[src/rtl/gnrm_pkg.sv]
`timescale 1ns / 1ps
// ----------------------------------------------------------------------------
// gnrm_pkg
// Shared types, codes and reset values for the nub remapper with mouse output.
// ----------------------------------------------------------------------------
package gnrm_pkg;

    localparam int VALUE_W  = 16;
    localparam int DZ_W     = 15;
    localparam int SENS_W   = 10;
    localparam int MODE_W   = 4;
    localparam int CMODE_W  = 3;
    localparam int CFG_IDX_W = 3;
    localparam int CFG_DATA_W = 16;
    localparam int MAX_RES  = 5;
    localparam int CNT_W    = 3;

    // Motion scaling: p / 1000 == (p * RECIP) >> RECIP_SH for p < 2**PROD_W
    localparam int PROD_W   = 25;
    localparam int RECIP_SH = 35;
    localparam int RECIP_W  = 26;
    localparam logic [RECIP_W-1:0] RECIP = 26'd34359739;
    localparam int MUL_W    = PROD_W + RECIP_W;

    // input kinds
    localparam logic [1:0] KIND_AXIS  = 2'd0;
    localparam logic [1:0] KIND_CLICK = 2'd1;
    localparam logic [1:0] KIND_TICK  = 2'd2;

    // event types
    localparam logic [1:0] EV_ABS = 2'd0;
    localparam logic [1:0] EV_KEY = 2'd1;
    localparam logic [1:0] EV_REL = 2'd2;
    localparam logic [1:0] EV_SYN = 2'd3;

    // relative codes
    localparam logic [1:0] REL_X     = 2'd0;
    localparam logic [1:0] REL_Y     = 2'd1;
    localparam logic [1:0] REL_HSTEP = 2'd2;
    localparam logic [1:0] REL_VSTEP = 2'd3;

    // axis modes
    localparam logic [MODE_W-1:0] AXM_STICK_X  = 4'd1;
    localparam logic [MODE_W-1:0] AXM_STICK_RY = 4'd4;
    localparam logic [MODE_W-1:0] AXM_MOUSE_X  = 4'd5;
    localparam logic [MODE_W-1:0] AXM_MOUSE_Y  = 4'd6;
    localparam logic [MODE_W-1:0] AXM_PAN_H    = 4'd7;
    localparam logic [MODE_W-1:0] AXM_PAN_V    = 4'd8;

    // click modes
    localparam logic [CMODE_W-1:0] CLK_THUMB_L = 3'd1;
    localparam logic [CMODE_W-1:0] CLK_MOUSE_L = 3'd3;
    localparam logic [CMODE_W-1:0] CLK_MOUSE_R = 3'd4;

    // register indexes
    localparam logic [CFG_IDX_W-1:0] REG_AXIS_MODES  = 3'd0;
    localparam logic [CFG_IDX_W-1:0] REG_LEFT_CLICK  = 3'd1;
    localparam logic [CFG_IDX_W-1:0] REG_RIGHT_CLICK = 3'd2;
    localparam logic [CFG_IDX_W-1:0] REG_MOVE_DZ     = 3'd3;
    localparam logic [CFG_IDX_W-1:0] REG_WHEEL_DZ    = 3'd4;
    localparam logic [CFG_IDX_W-1:0] REG_SENS        = 3'd5;

    // reset values
    localparam logic [15:0]         RST_AXIS_MODES  = 16'h4321;
    localparam logic [CMODE_W-1:0]  RST_LEFT_CLICK  = 3'd1;
    localparam logic [CMODE_W-1:0]  RST_RIGHT_CLICK = 3'd2;
    localparam logic [DZ_W-1:0]     RST_MOVE_DZ     = 15'd100;
    localparam logic [DZ_W-1:0]     RST_WHEEL_DZ    = 15'd500;
    localparam logic [SENS_W-1:0]   RST_SENS        = 10'd15;

    typedef struct packed {
        logic [1:0]                kind;
        logic [1:0]                which;
        logic signed [VALUE_W-1:0] value;
    } item_t;

    typedef struct packed {
        logic mx_out;
        logic mx_neg;
        logic my_out;
        logic my_neg;
        logic sx_pos;
        logic sx_neg;
        logic sy_pos;
        logic sy_neg;
    } tick_flags_t;

    typedef struct packed {
        logic                      to_mouse;
        logic [1:0]                ev_type;
        logic [1:0]                ev_code;
        logic signed [VALUE_W-1:0] ev_value;
    } entry_t;

endpackage

[src/rtl/gamepad_nub_remapper_with_mouse.sv]
`timescale 1ns / 1ps
// ----------------------------------------------------------------------------
// gamepad_nub_remapper_with_mouse
// Maps nub axis and click requests to gamepad or mouse events; ticks emit
// scaled relative motion and wheel steps from the stored mouse/scroll levels.
// ----------------------------------------------------------------------------
// An accepted request passes stages r1 to r4, then its results are registered
//   in the result buffer that drives m_tvalid.
// Throughput: one input request per cycle through the four-stage pipe while
//   the pipe is not held; the result buffer sends one result per cycle (up to
//   5 for a tick) while m_tready is high, and holds the pipe until the last is taken.
// Motion scaling uses two registered multiplies (gain, then reciprocal of 1000).
// Reset (aresetn low, synchronous): registers to defaults, levels to zero,
//   pipeline and result buffer emptied.
module gamepad_nub_remapper_with_mouse (
    input  logic        aclk,
    input  logic        aresetn,
    // input stream
    input  logic        s_tvalid,
    output logic        s_tready,
    input  logic [15:0] s_tdata,   // [15:0] value
    input  logic [7:0]  s_tuser,   // [1:0] kind, [3:2] which, [7:4] zero
    // result stream
    output logic        m_tvalid,
    input  logic        m_tready,
    output logic [15:0] m_tdata,   // [15:0] event_value
    output logic [7:0]  m_tuser,   // [0] to_mouse, [2:1] event_type, [4:3] event_code
    output logic        m_tlast,
    // configuration writes
    input  logic                           cfg_valid,
    output logic                           cfg_ready,
    input  logic [gnrm_pkg::CFG_IDX_W-1:0] cfg_index,
    input  logic [gnrm_pkg::CFG_DATA_W-1:0] cfg_data
);
    import gnrm_pkg::*;

    // configuration
    logic [15:0]         axis_modes_reg;
    logic [CMODE_W-1:0]  left_click_reg;
    logic [CMODE_W-1:0]  right_click_reg;
    logic [DZ_W-1:0]     move_dz_reg;
    logic [DZ_W-1:0]     wheel_dz_reg;
    logic [SENS_W-1:0]   sens_reg;

    assign cfg_ready = 1'b1;

    always_ff @(posedge aclk) begin
        if (!aresetn) begin
            axis_modes_reg  <= RST_AXIS_MODES;
            left_click_reg  <= RST_LEFT_CLICK;
            right_click_reg <= RST_RIGHT_CLICK;
            move_dz_reg     <= RST_MOVE_DZ;
            wheel_dz_reg    <= RST_WHEEL_DZ;
            sens_reg        <= RST_SENS;
        end else if (cfg_valid) begin
            unique case (cfg_index)
                REG_AXIS_MODES:  axis_modes_reg  <= cfg_data;
                REG_LEFT_CLICK:  left_click_reg  <= cfg_data[CMODE_W-1:0];
                REG_RIGHT_CLICK: right_click_reg <= cfg_data[CMODE_W-1:0];
                REG_MOVE_DZ:     move_dz_reg     <= cfg_data[DZ_W-1:0];
                REG_WHEEL_DZ:    wheel_dz_reg    <= cfg_data[DZ_W-1:0];
                REG_SENS:        sens_reg        <= cfg_data[SENS_W-1:0];
                default: begin
                end
            endcase
        end
    end

    // pipeline registers
    logic                     r1_valid_reg, r2_valid_reg, r3_valid_reg, r4_valid_reg;
    item_t                    r1_item_reg, r2_item_reg, r3_item_reg, r4_item_reg;
    tick_flags_t              r2_flags_reg, r3_flags_reg, r4_flags_reg;
    logic [VALUE_W-1:0]       r2_magx_reg, r2_magy_reg;
    logic [PROD_W-1:0]        r3_px_reg, r3_py_reg;
    logic [VALUE_W-1:0]       r4_qx_reg, r4_qy_reg;

    // level state
    logic signed [VALUE_W-1:0] mouse_x_reg, mouse_y_reg, pan_h_reg, pan_v_reg;

    // result buffer
    logic                     list_valid_reg;
    entry_t                   list_reg [MAX_RES];
    logic [CNT_W-1:0]         cnt_reg;
    logic [CNT_W-1:0]         idx_reg;

    logic list_last, list_free;
    logic r1_adv, r2_adv, r3_adv, r4_adv;

    assign list_last = (idx_reg == (cnt_reg - CNT_W'(1)));
    assign list_free = !list_valid_reg || (m_tready && list_last);
    assign r4_adv    = r4_valid_reg && list_free;
    assign r3_adv    = r3_valid_reg && (!r4_valid_reg || r4_adv);
    assign r2_adv    = r2_valid_reg && (!r3_valid_reg || r3_adv);
    assign r1_adv    = r1_valid_reg && (!r2_valid_reg || r2_adv);
    assign s_tready  = !r1_valid_reg || r1_adv;

    // stage 1: level update, deadzone tests, distance magnitudes
    logic [MODE_W-1:0]         r1_mode;
    logic signed [VALUE_W:0]   mdz_s, wdz_s;
    logic signed [VALUE_W:0]   mx_s, my_s, sx_s, sy_s;
    logic signed [VALUE_W:0]   dx, dy, adx, ady;
    tick_flags_t               flags_next;

    assign r1_mode = axis_modes_reg[{r1_item_reg.which, 2'b00} +: MODE_W];
    assign mdz_s   = signed'({2'b00, move_dz_reg});
    assign wdz_s   = signed'({2'b00, wheel_dz_reg});
    assign mx_s    = {mouse_x_reg[VALUE_W-1], mouse_x_reg};
    assign my_s    = {mouse_y_reg[VALUE_W-1], mouse_y_reg};
    assign sx_s    = {pan_h_reg[VALUE_W-1], pan_h_reg};
    assign sy_s    = {pan_v_reg[VALUE_W-1], pan_v_reg};

    always_comb begin
        flags_next.mx_neg = (mx_s < -mdz_s);
        flags_next.mx_out = (mx_s > mdz_s) || flags_next.mx_neg;
        flags_next.my_neg = (my_s < -mdz_s);
        flags_next.my_out = (my_s > mdz_s) || flags_next.my_neg;
        flags_next.sx_pos = (sx_s > wdz_s);
        flags_next.sx_neg = (sx_s < -wdz_s);
        flags_next.sy_pos = (sy_s > wdz_s);
        flags_next.sy_neg = (sy_s < -wdz_s);
        dx  = flags_next.mx_neg ? (mx_s + mdz_s) : (mx_s - mdz_s);
        dy  = flags_next.my_neg ? (my_s + mdz_s) : (my_s - mdz_s);
        adx = flags_next.mx_neg ? -dx : dx;
        ady = flags_next.my_neg ? -dy : dy;
    end

    always_ff @(posedge aclk) begin
        if (!aresetn) begin
            mouse_x_reg <= '0;
            mouse_y_reg <= '0;
            pan_h_reg   <= '0;
            pan_v_reg   <= '0;
        end else if (r1_adv && (r1_item_reg.kind == KIND_AXIS)) begin
            unique case (r1_mode)
                AXM_MOUSE_X: mouse_x_reg <= r1_item_reg.value;
                AXM_MOUSE_Y: mouse_y_reg <= r1_item_reg.value;
                AXM_PAN_H:   pan_h_reg   <= r1_item_reg.value;
                AXM_PAN_V:   pan_v_reg   <= r1_item_reg.value;
                default: begin
                end
            endcase
        end
    end

    // stage 3 and 4 products
    logic [MUL_W-1:0] mulx, muly;
    assign mulx = MUL_W'(r3_px_reg) * MUL_W'(RECIP);
    assign muly = MUL_W'(r3_py_reg) * MUL_W'(RECIP);

    always_ff @(posedge aclk) begin
        if (!aresetn) begin
            r1_valid_reg <= 1'b0;
            r2_valid_reg <= 1'b0;
            r3_valid_reg <= 1'b0;
            r4_valid_reg <= 1'b0;
        end else begin
            if (s_tready) r1_valid_reg <= s_tvalid;
            if (!r2_valid_reg || r2_adv) r2_valid_reg <= r1_adv;
            if (!r3_valid_reg || r3_adv) r3_valid_reg <= r2_adv;
            if (!r4_valid_reg || r4_adv) r4_valid_reg <= r3_adv;
        end
    end

    always_ff @(posedge aclk) begin
        if (s_tvalid && s_tready) begin
            r1_item_reg.kind  <= s_tuser[1:0];
            r1_item_reg.which <= s_tuser[3:2];
            r1_item_reg.value <= s_tdata;
        end
        if (r1_adv) begin
            r2_item_reg  <= r1_item_reg;
            r2_flags_reg <= flags_next;
            r2_magx_reg  <= adx[VALUE_W-1:0];
            r2_magy_reg  <= ady[VALUE_W-1:0];
        end
        if (r2_adv) begin
            r3_item_reg  <= r2_item_reg;
            r3_flags_reg <= r2_flags_reg;
            r3_px_reg    <= PROD_W'(r2_magx_reg) * PROD_W'(sens_reg);
            r3_py_reg    <= PROD_W'(r2_magy_reg) * PROD_W'(sens_reg);
        end
        if (r3_adv) begin
            r4_item_reg  <= r3_item_reg;
            r4_flags_reg <= r3_flags_reg;
            r4_qx_reg    <= mulx[MUL_W-1 -: VALUE_W];
            r4_qy_reg    <= muly[MUL_W-1 -: VALUE_W];
        end
    end

    // stage 5: sign, saturate and build the result list
    logic [VALUE_W-1:0] motx, moty;
    logic [MODE_W-1:0]  r4_mode;
    logic [CMODE_W-1:0] r4_cmode;
    entry_t             ents_next [MAX_RES];
    logic [CNT_W-1:0]   n_next;

    assign r4_mode  = axis_modes_reg[{r4_item_reg.which, 2'b00} +: MODE_W];
    assign r4_cmode = r4_item_reg.which[0] ? right_click_reg : left_click_reg;

    always_comb begin
        if (r4_flags_reg.mx_neg) begin
            motx = (r4_qx_reg > 16'h8000) ? 16'h8000 : (~r4_qx_reg + 16'd1);
        end else begin
            motx = (r4_qx_reg > 16'h7FFF) ? 16'h7FFF : r4_qx_reg;
        end
        if (r4_flags_reg.my_neg) begin
            moty = (r4_qy_reg > 16'h8000) ? 16'h8000 : (~r4_qy_reg + 16'd1);
        end else begin
            moty = (r4_qy_reg > 16'h7FFF) ? 16'h7FFF : r4_qy_reg;
        end
    end

    always_comb begin
        for (int i = 0; i < MAX_RES; i++) begin
            ents_next[i] = '0;
        end
        n_next = '0;
        unique case (r4_item_reg.kind)
            KIND_AXIS: begin
                if (r4_mode >= AXM_STICK_X && r4_mode <= AXM_STICK_RY) begin
                    ents_next[0] = '{1'b0, EV_ABS, 2'(r4_mode - AXM_STICK_X),
                                     r4_item_reg.value};
                    ents_next[1] = '{1'b0, EV_SYN, 2'd0, '0};
                    n_next = CNT_W'(2);
                end
            end
            KIND_CLICK: begin
                if (!r4_item_reg.which[1] && r4_cmode >= CLK_THUMB_L &&
                    r4_cmode <= CLK_MOUSE_R) begin
                    ents_next[0] = '{(r4_cmode >= CLK_MOUSE_L), EV_KEY,
                                     2'(r4_cmode - CLK_THUMB_L), r4_item_reg.value};
                    ents_next[1] = '{(r4_cmode >= CLK_MOUSE_L), EV_SYN, 2'd0, '0};
                    n_next = CNT_W'(2);
                end
            end
            KIND_TICK: begin
                if (r4_flags_reg.mx_out || r4_flags_reg.my_out ||
                    r4_flags_reg.sx_pos || r4_flags_reg.sx_neg ||
                    r4_flags_reg.sy_pos || r4_flags_reg.sy_neg) begin
                    if (r4_flags_reg.mx_out) begin
                        ents_next[n_next] = '{1'b1, EV_REL, REL_X, motx};
                        n_next = n_next + CNT_W'(1);
                    end
                    if (r4_flags_reg.my_out) begin
                        ents_next[n_next] = '{1'b1, EV_REL, REL_Y, moty};
                        n_next = n_next + CNT_W'(1);
                    end
                    if (r4_flags_reg.sx_pos || r4_flags_reg.sx_neg) begin
                        ents_next[n_next] = '{1'b1, EV_REL, REL_HSTEP,
                                              r4_flags_reg.sx_pos ? 16'sd1 : -16'sd1};
                        n_next = n_next + CNT_W'(1);
                    end
                    if (r4_flags_reg.sy_pos || r4_flags_reg.sy_neg) begin
                        ents_next[n_next] = '{1'b1, EV_REL, REL_VSTEP,
                                              r4_flags_reg.sy_pos ? -16'sd1 : 16'sd1};
                        n_next = n_next + CNT_W'(1);
                    end
                    ents_next[n_next] = '{1'b1, EV_SYN, 2'd0, '0};
                    n_next = n_next + CNT_W'(1);
                end
            end
            default: begin
            end
        endcase
    end

    // result buffer
    always_ff @(posedge aclk) begin
        if (!aresetn) begin
            list_valid_reg <= 1'b0;
            idx_reg        <= '0;
            cnt_reg        <= '0;
        end else if (list_free) begin
            list_valid_reg <= r4_adv && (n_next != '0);
            idx_reg        <= '0;
            if (r4_adv) cnt_reg <= n_next;
        end else if (m_tready) begin
            idx_reg <= idx_reg + CNT_W'(1);
        end
    end

    always_ff @(posedge aclk) begin
        if (r4_adv && list_free) begin
            for (int i = 0; i < MAX_RES; i++) begin
                list_reg[i] <= ents_next[i];
            end
        end
    end

    entry_t cur;
    assign cur      = list_reg[idx_reg];
    assign m_tvalid = list_valid_reg;
    assign m_tdata  = cur.ev_value;
    assign m_tuser  = {3'b000, cur.ev_code, cur.ev_type, cur.to_mouse};
    assign m_tlast  = list_last;

    // checks
    a_cnt_range: assert property (@(posedge aclk) disable iff (!aresetn)
        list_valid_reg |-> (cnt_reg != '0) && (cnt_reg <= CNT_W'(MAX_RES)))
        else $error("result count out of range");

    a_idx_below_cnt: assert property (@(posedge aclk) disable iff (!aresetn)
        list_valid_reg |-> (idx_reg < cnt_reg))
        else $error("result index past count");

    a_sync_is_last: assert property (@(posedge aclk) disable iff (!aresetn)
        m_tvalid |-> ((cur.ev_type == EV_SYN) == m_tlast))
        else $error("sync and last disagree");

    a_r4_holds: assert property (@(posedge aclk) disable iff (!aresetn)
        (r4_valid_reg && !list_free) |=> r4_valid_reg)
        else $error("stage 4 item dropped while buffer busy");

endmodule
[config.mk]
export PLATFORM = sky130hd
export DESIGN_NAME = gamepad_nub_remapper_with_mouse
export DESIGN_NICKNAME = d
export VERILOG_FILES = /design/src/rtl/gnrm_pkg.sv /design/src/rtl/gamepad_nub_remapper_with_mouse.sv
export SDC_FILE = /design/constraint.sdc
export NUM_CORES = 2
export LEC_CHECK = 0
export ABC_AREA = 1
export CAP_MARGIN = 20
export CORE_UTILIZATION = 51
export DETAILED_ROUTE_END_ITERATION = 12
export DONT_BUFFER_PORTS = 1
export PLACE_DENSITY_LB_ADDON = 0.12
export SKIP_CTS_REPAIR_TIMING = 1
export SLEW_MARGIN = 10
export SYNTH_ARGS = -nofsm -noshare
export SYNTH_HDL_FRONTEND = slang
export SYNTH_SLANG_ARGS = --single-unit
export TNS_END_PERCENT = 50
[constraint.sdc]
create_clock -name aclk -period 6.4 [get_ports aclk]
set_input_delay 1.28 -clock aclk [delete_from_list [all_inputs] [get_ports aclk]]
set_output_delay 1.28 -clock aclk [all_outputs]
set_load 0.01 [all_outputs]
==> reports/results.tsv <==
stage	metric	value	unit
die	# IOs	76	
route	DR DRC count	0	
layout	ANT cells	0	
logic_synthesis	Synth Warn #	0	
logic_synthesis	Mapped Avg Cell Area	8.29	sq um
die	Chip Height	330	um
route	DR pass1 iterations	5	
layout	Syn-to-layout area delta	6.38	%
logic_synthesis	Post-synth EDFFs	274	
worst_setup_path	critical path required time	6.76	ns
sta	Setup-failing EPs final	0	
layout	final net count	8063	
global_route	first-pass GRT wire length	233000	um
outcome	status	completed	
logic_synthesis	#FFs+latches synth	414	
route	drt wl/cell	18.3	um
sta	Least-Margin Pin Slew	1.04	ns
sta	TNS Setup	0	ns
logic_synthesis	top cells by area, synth	fa_1, ha_1, edfxtp_1	
clocking	latest clock arrival within the worst-skew pair	0.64	ns
global_route	total grt overflow	0	
place	GPL Wtd Cong	0.969	
clocking	Num CTS Buffers	49	
die	initial core utilization	51.8	%
die	# rows	119	
sta	Pins Over Slew Limit	0	
worst_setup_path	CP endpoint kind	register	
global_route	GRT Util Overall	27.5	%
worst_setup_path	worst-path fanout max	8	
die	core area	106000	sq um
worst_setup_path	Worst Path Arrival	6.45	ns
layout	Layout fillers	9967	
sta	Max-slew headroom	30.6	%
sta	Clock Skew	0.0496	ns
clocking	clock root buffer master	clkbuf_16	
logic_synthesis	Primary FF master, synth	edfxtp_1	
worst_setup_path	worst-path cell chain	ha_1, inv_1, fa_1, inv_1, fa_1, fa_1, fa_1, fa_1, inv_1, fa_1, inv_1, ha_1, a21oi_1, o21ai_0, a21oi_1, o21ai_0, nand2_1, nand3_1, nand2_1, nand2_1, nand2_1, nand2_1, xor2_1	
sta	FMAX	0.164	GHz
clocking	CTS tree	done	
sta	Tcrit/Tclk final	95.1	%
logic_synthesis	Netlist Area Pre-Place	54800	sq um
logic_synthesis	largest area contributor in the netlist	fa_1	
global_route	largest net degree at the start of global routing	97	
hold_path	worst min path class	reg2reg	
worst_setup_path	Startpoint Class	register	
worst_setup_path	cell at the slowest stage of the critical path	fa_1	
route	vias post-DR	42500	
sta	unrepaired setup endpoints after global routing	no	
layout	max reg flops	56	
logic_synthesis	Synth top area share	23.1	%
layout	Final Util	55.1	%
sta	final hold vios	0	
worst_setup_path	kind of critical path	reg2reg	
die	Die W	330	um
route	Routed Antenna Nets	0	
route	final WL	147000	um
die	Die Area	109000	sq um
logic_synthesis	Cells after Synth	6609	
route	1st-iter DRT viols	2763	
route	vias per inst	5.30	
sta	crit path time final	6.08	ns
layout	layout cell share with drive strength beyond 1	3.80	%
logic_synthesis	register area share after synthesis	20.1	%
clocking	worst-case clock buffer depth	3	
logic_synthesis	Async SR Flop Fraction	0	%
worst_setup_path	most used cell, CP	fa_1	
global_route	vias in the first global route	42400	
place	IO buf count	0	
logic_synthesis	library cells used by synthesis	63	
global_route	initial antenna violation count	4	
worst_setup_path	CP max stage delay	0.64	ns
clocking	Sink Count	414	
job	MaxCap Viol Count	0	
place	DP HPWL	124000	um
clocking	number of H-tree levels	2	
clocking	Reg clk slew, reported paths	0.06	ns
[cells in the final DEF (no fill, tap or decap), types with 6 or more instances in the layout]
cell type  synthesis  final
nor2_2             8      9
xor2_1           127    127
nand2_4            7      7
a211oi_1           6      6
nor3_1            56     56
o221ai_1           9      9
dfxtp_1          140    140
o21bai_1          20     20
o21ai_0          310    310
clkbuf_16          0     49
nand3b_1           8      8
inv_1           1490   1487
ha_1             795    795
xnor2_1           38     38
buf_4              6     94
o211ai_1          22     22
edfxtp_1         274    274
or2_2             12     12
nand3_1          253    253
clkinv_2           0      8
fa_1             631    631
o21a_1             6      6
nand2_1         1239   1239
nor4_1            15     14
nand4_1           74     74
nor2_1           400    397
clkbuf_8           0      6
o31ai_1           10     10
nand2_2           19     19
a21o_1            23     23
a21oi_1          360    359
a31oi_1           33     33
[cells by family (layout without fill, tap and decap cells)]
logic type      Yosys count  count (layout)  share of synthesized area (%)
simple gates           2107            2107                           16.1
buf+inv                1662            1681                           11.5
fa+ha+maj              1426            1426                           41.2
compound gates          832             832                           8.38
flops                   414             414                           20.1
xor+xnor                165             165                           2.64
other cells               2               4                         0.0137
mux                       1               1                         0.0183
[area by class of cell]
type                    instances  area (sq um)  area share, %
multi-input cells            4535         37500           64.3
flip-flops and latches        414         11000           18.9
inverters                    1495          5610           9.63
well taps                    1391          1740           2.99
clock buffers                  60          1330           2.28
repair buffers                 94           706           1.21
clock inverters                32           395          0.678
[critical path, delay by kind of cell, from the launching register on]
| family | cells | cell delay (ns) |
|---|---|---|
| xor gates and xnor gates | 1 | 0.14 |
| and+or+nand+nor | 6 | 0.46 |
| AOI/OAI and AO/OA | 4 | 0.67 |
| adders and majority gates | 8 | 3.67 |
| DFF | 1 | 0.63 |
| buffers and inverters | 4 | 0.22 |
[cell usage after synthesis, types with 5 or more instances]
cell / instances
inv_1: 1490
nand2_1: 1239
ha_1: 795
fa_1: 631
nor2_1: 400
a21oi_1: 360
o21ai_0: 310
edfxtp_1: 274
nand3_1: 253
dfxtp_1: 140
xor2_1: 127
clkbuf_1: 120
nand4_1: 74
nor3_1: 56
xnor2_1: 38
a31oi_1: 33
a21o_1: 23
o211ai_1: 22
o21bai_1: 20
buf_1: 19
nand2_2: 19
buf_2: 17
nor4_1: 15
or2_2: 12
o31ai_1: 10
o221ai_1: 9
nand3b_1: 8
nor2_2: 8
nand2_4: 7
a211oi_1: 6
buf_4: 6
o21a_1: 6
a21boi_0: 5
a221oi_1: 5
buf_6: 5
[worst paths after layout]
path | startpoint | end | slack [ns] | cells past startpoint
max | r3_py_reg[15] | r4_qy_reg[13] | 0.32 | 23
max reg2reg | r3_py_reg[15] | r4_qy_reg[13] | 0.32 | 23
min | r2_item_reg[12] | r3_item_reg[12] | 0.40 | 0
min reg2reg | r2_item_reg[12] | r3_item_reg[12] | 0.40 | 0
[per-stage QoR]
step / hold WS (ns) / area, sq um / setup WS (ns) / std cells
detailed placement: 0.405 / 56500 / 0.224 / 7919
finish: 0.400 / 58300 / 0.316 / 8021
CTS: 0.393 / 58200 / 0.259 / 8011
global route: 0.403 / 58300 / 0.0157 / 8021
global placement: 0.401 / 56500 / 0.296 / 7919
floorplan: 0.400 / 54800 / 0.642 / 6611
[per-layer routing]
metal / share of wire (%) / track usage (%)
met1: 46 / 38.5
met2: 46 / 45.3
met3: 4.7 / 2.64
met4: 2.7 / 7.30
met5: 0.0088 / 0
Power is left out: the tool's default activity adds up to more than one toggle a clock period on the data nets, which glitch-free logic cannot reach.
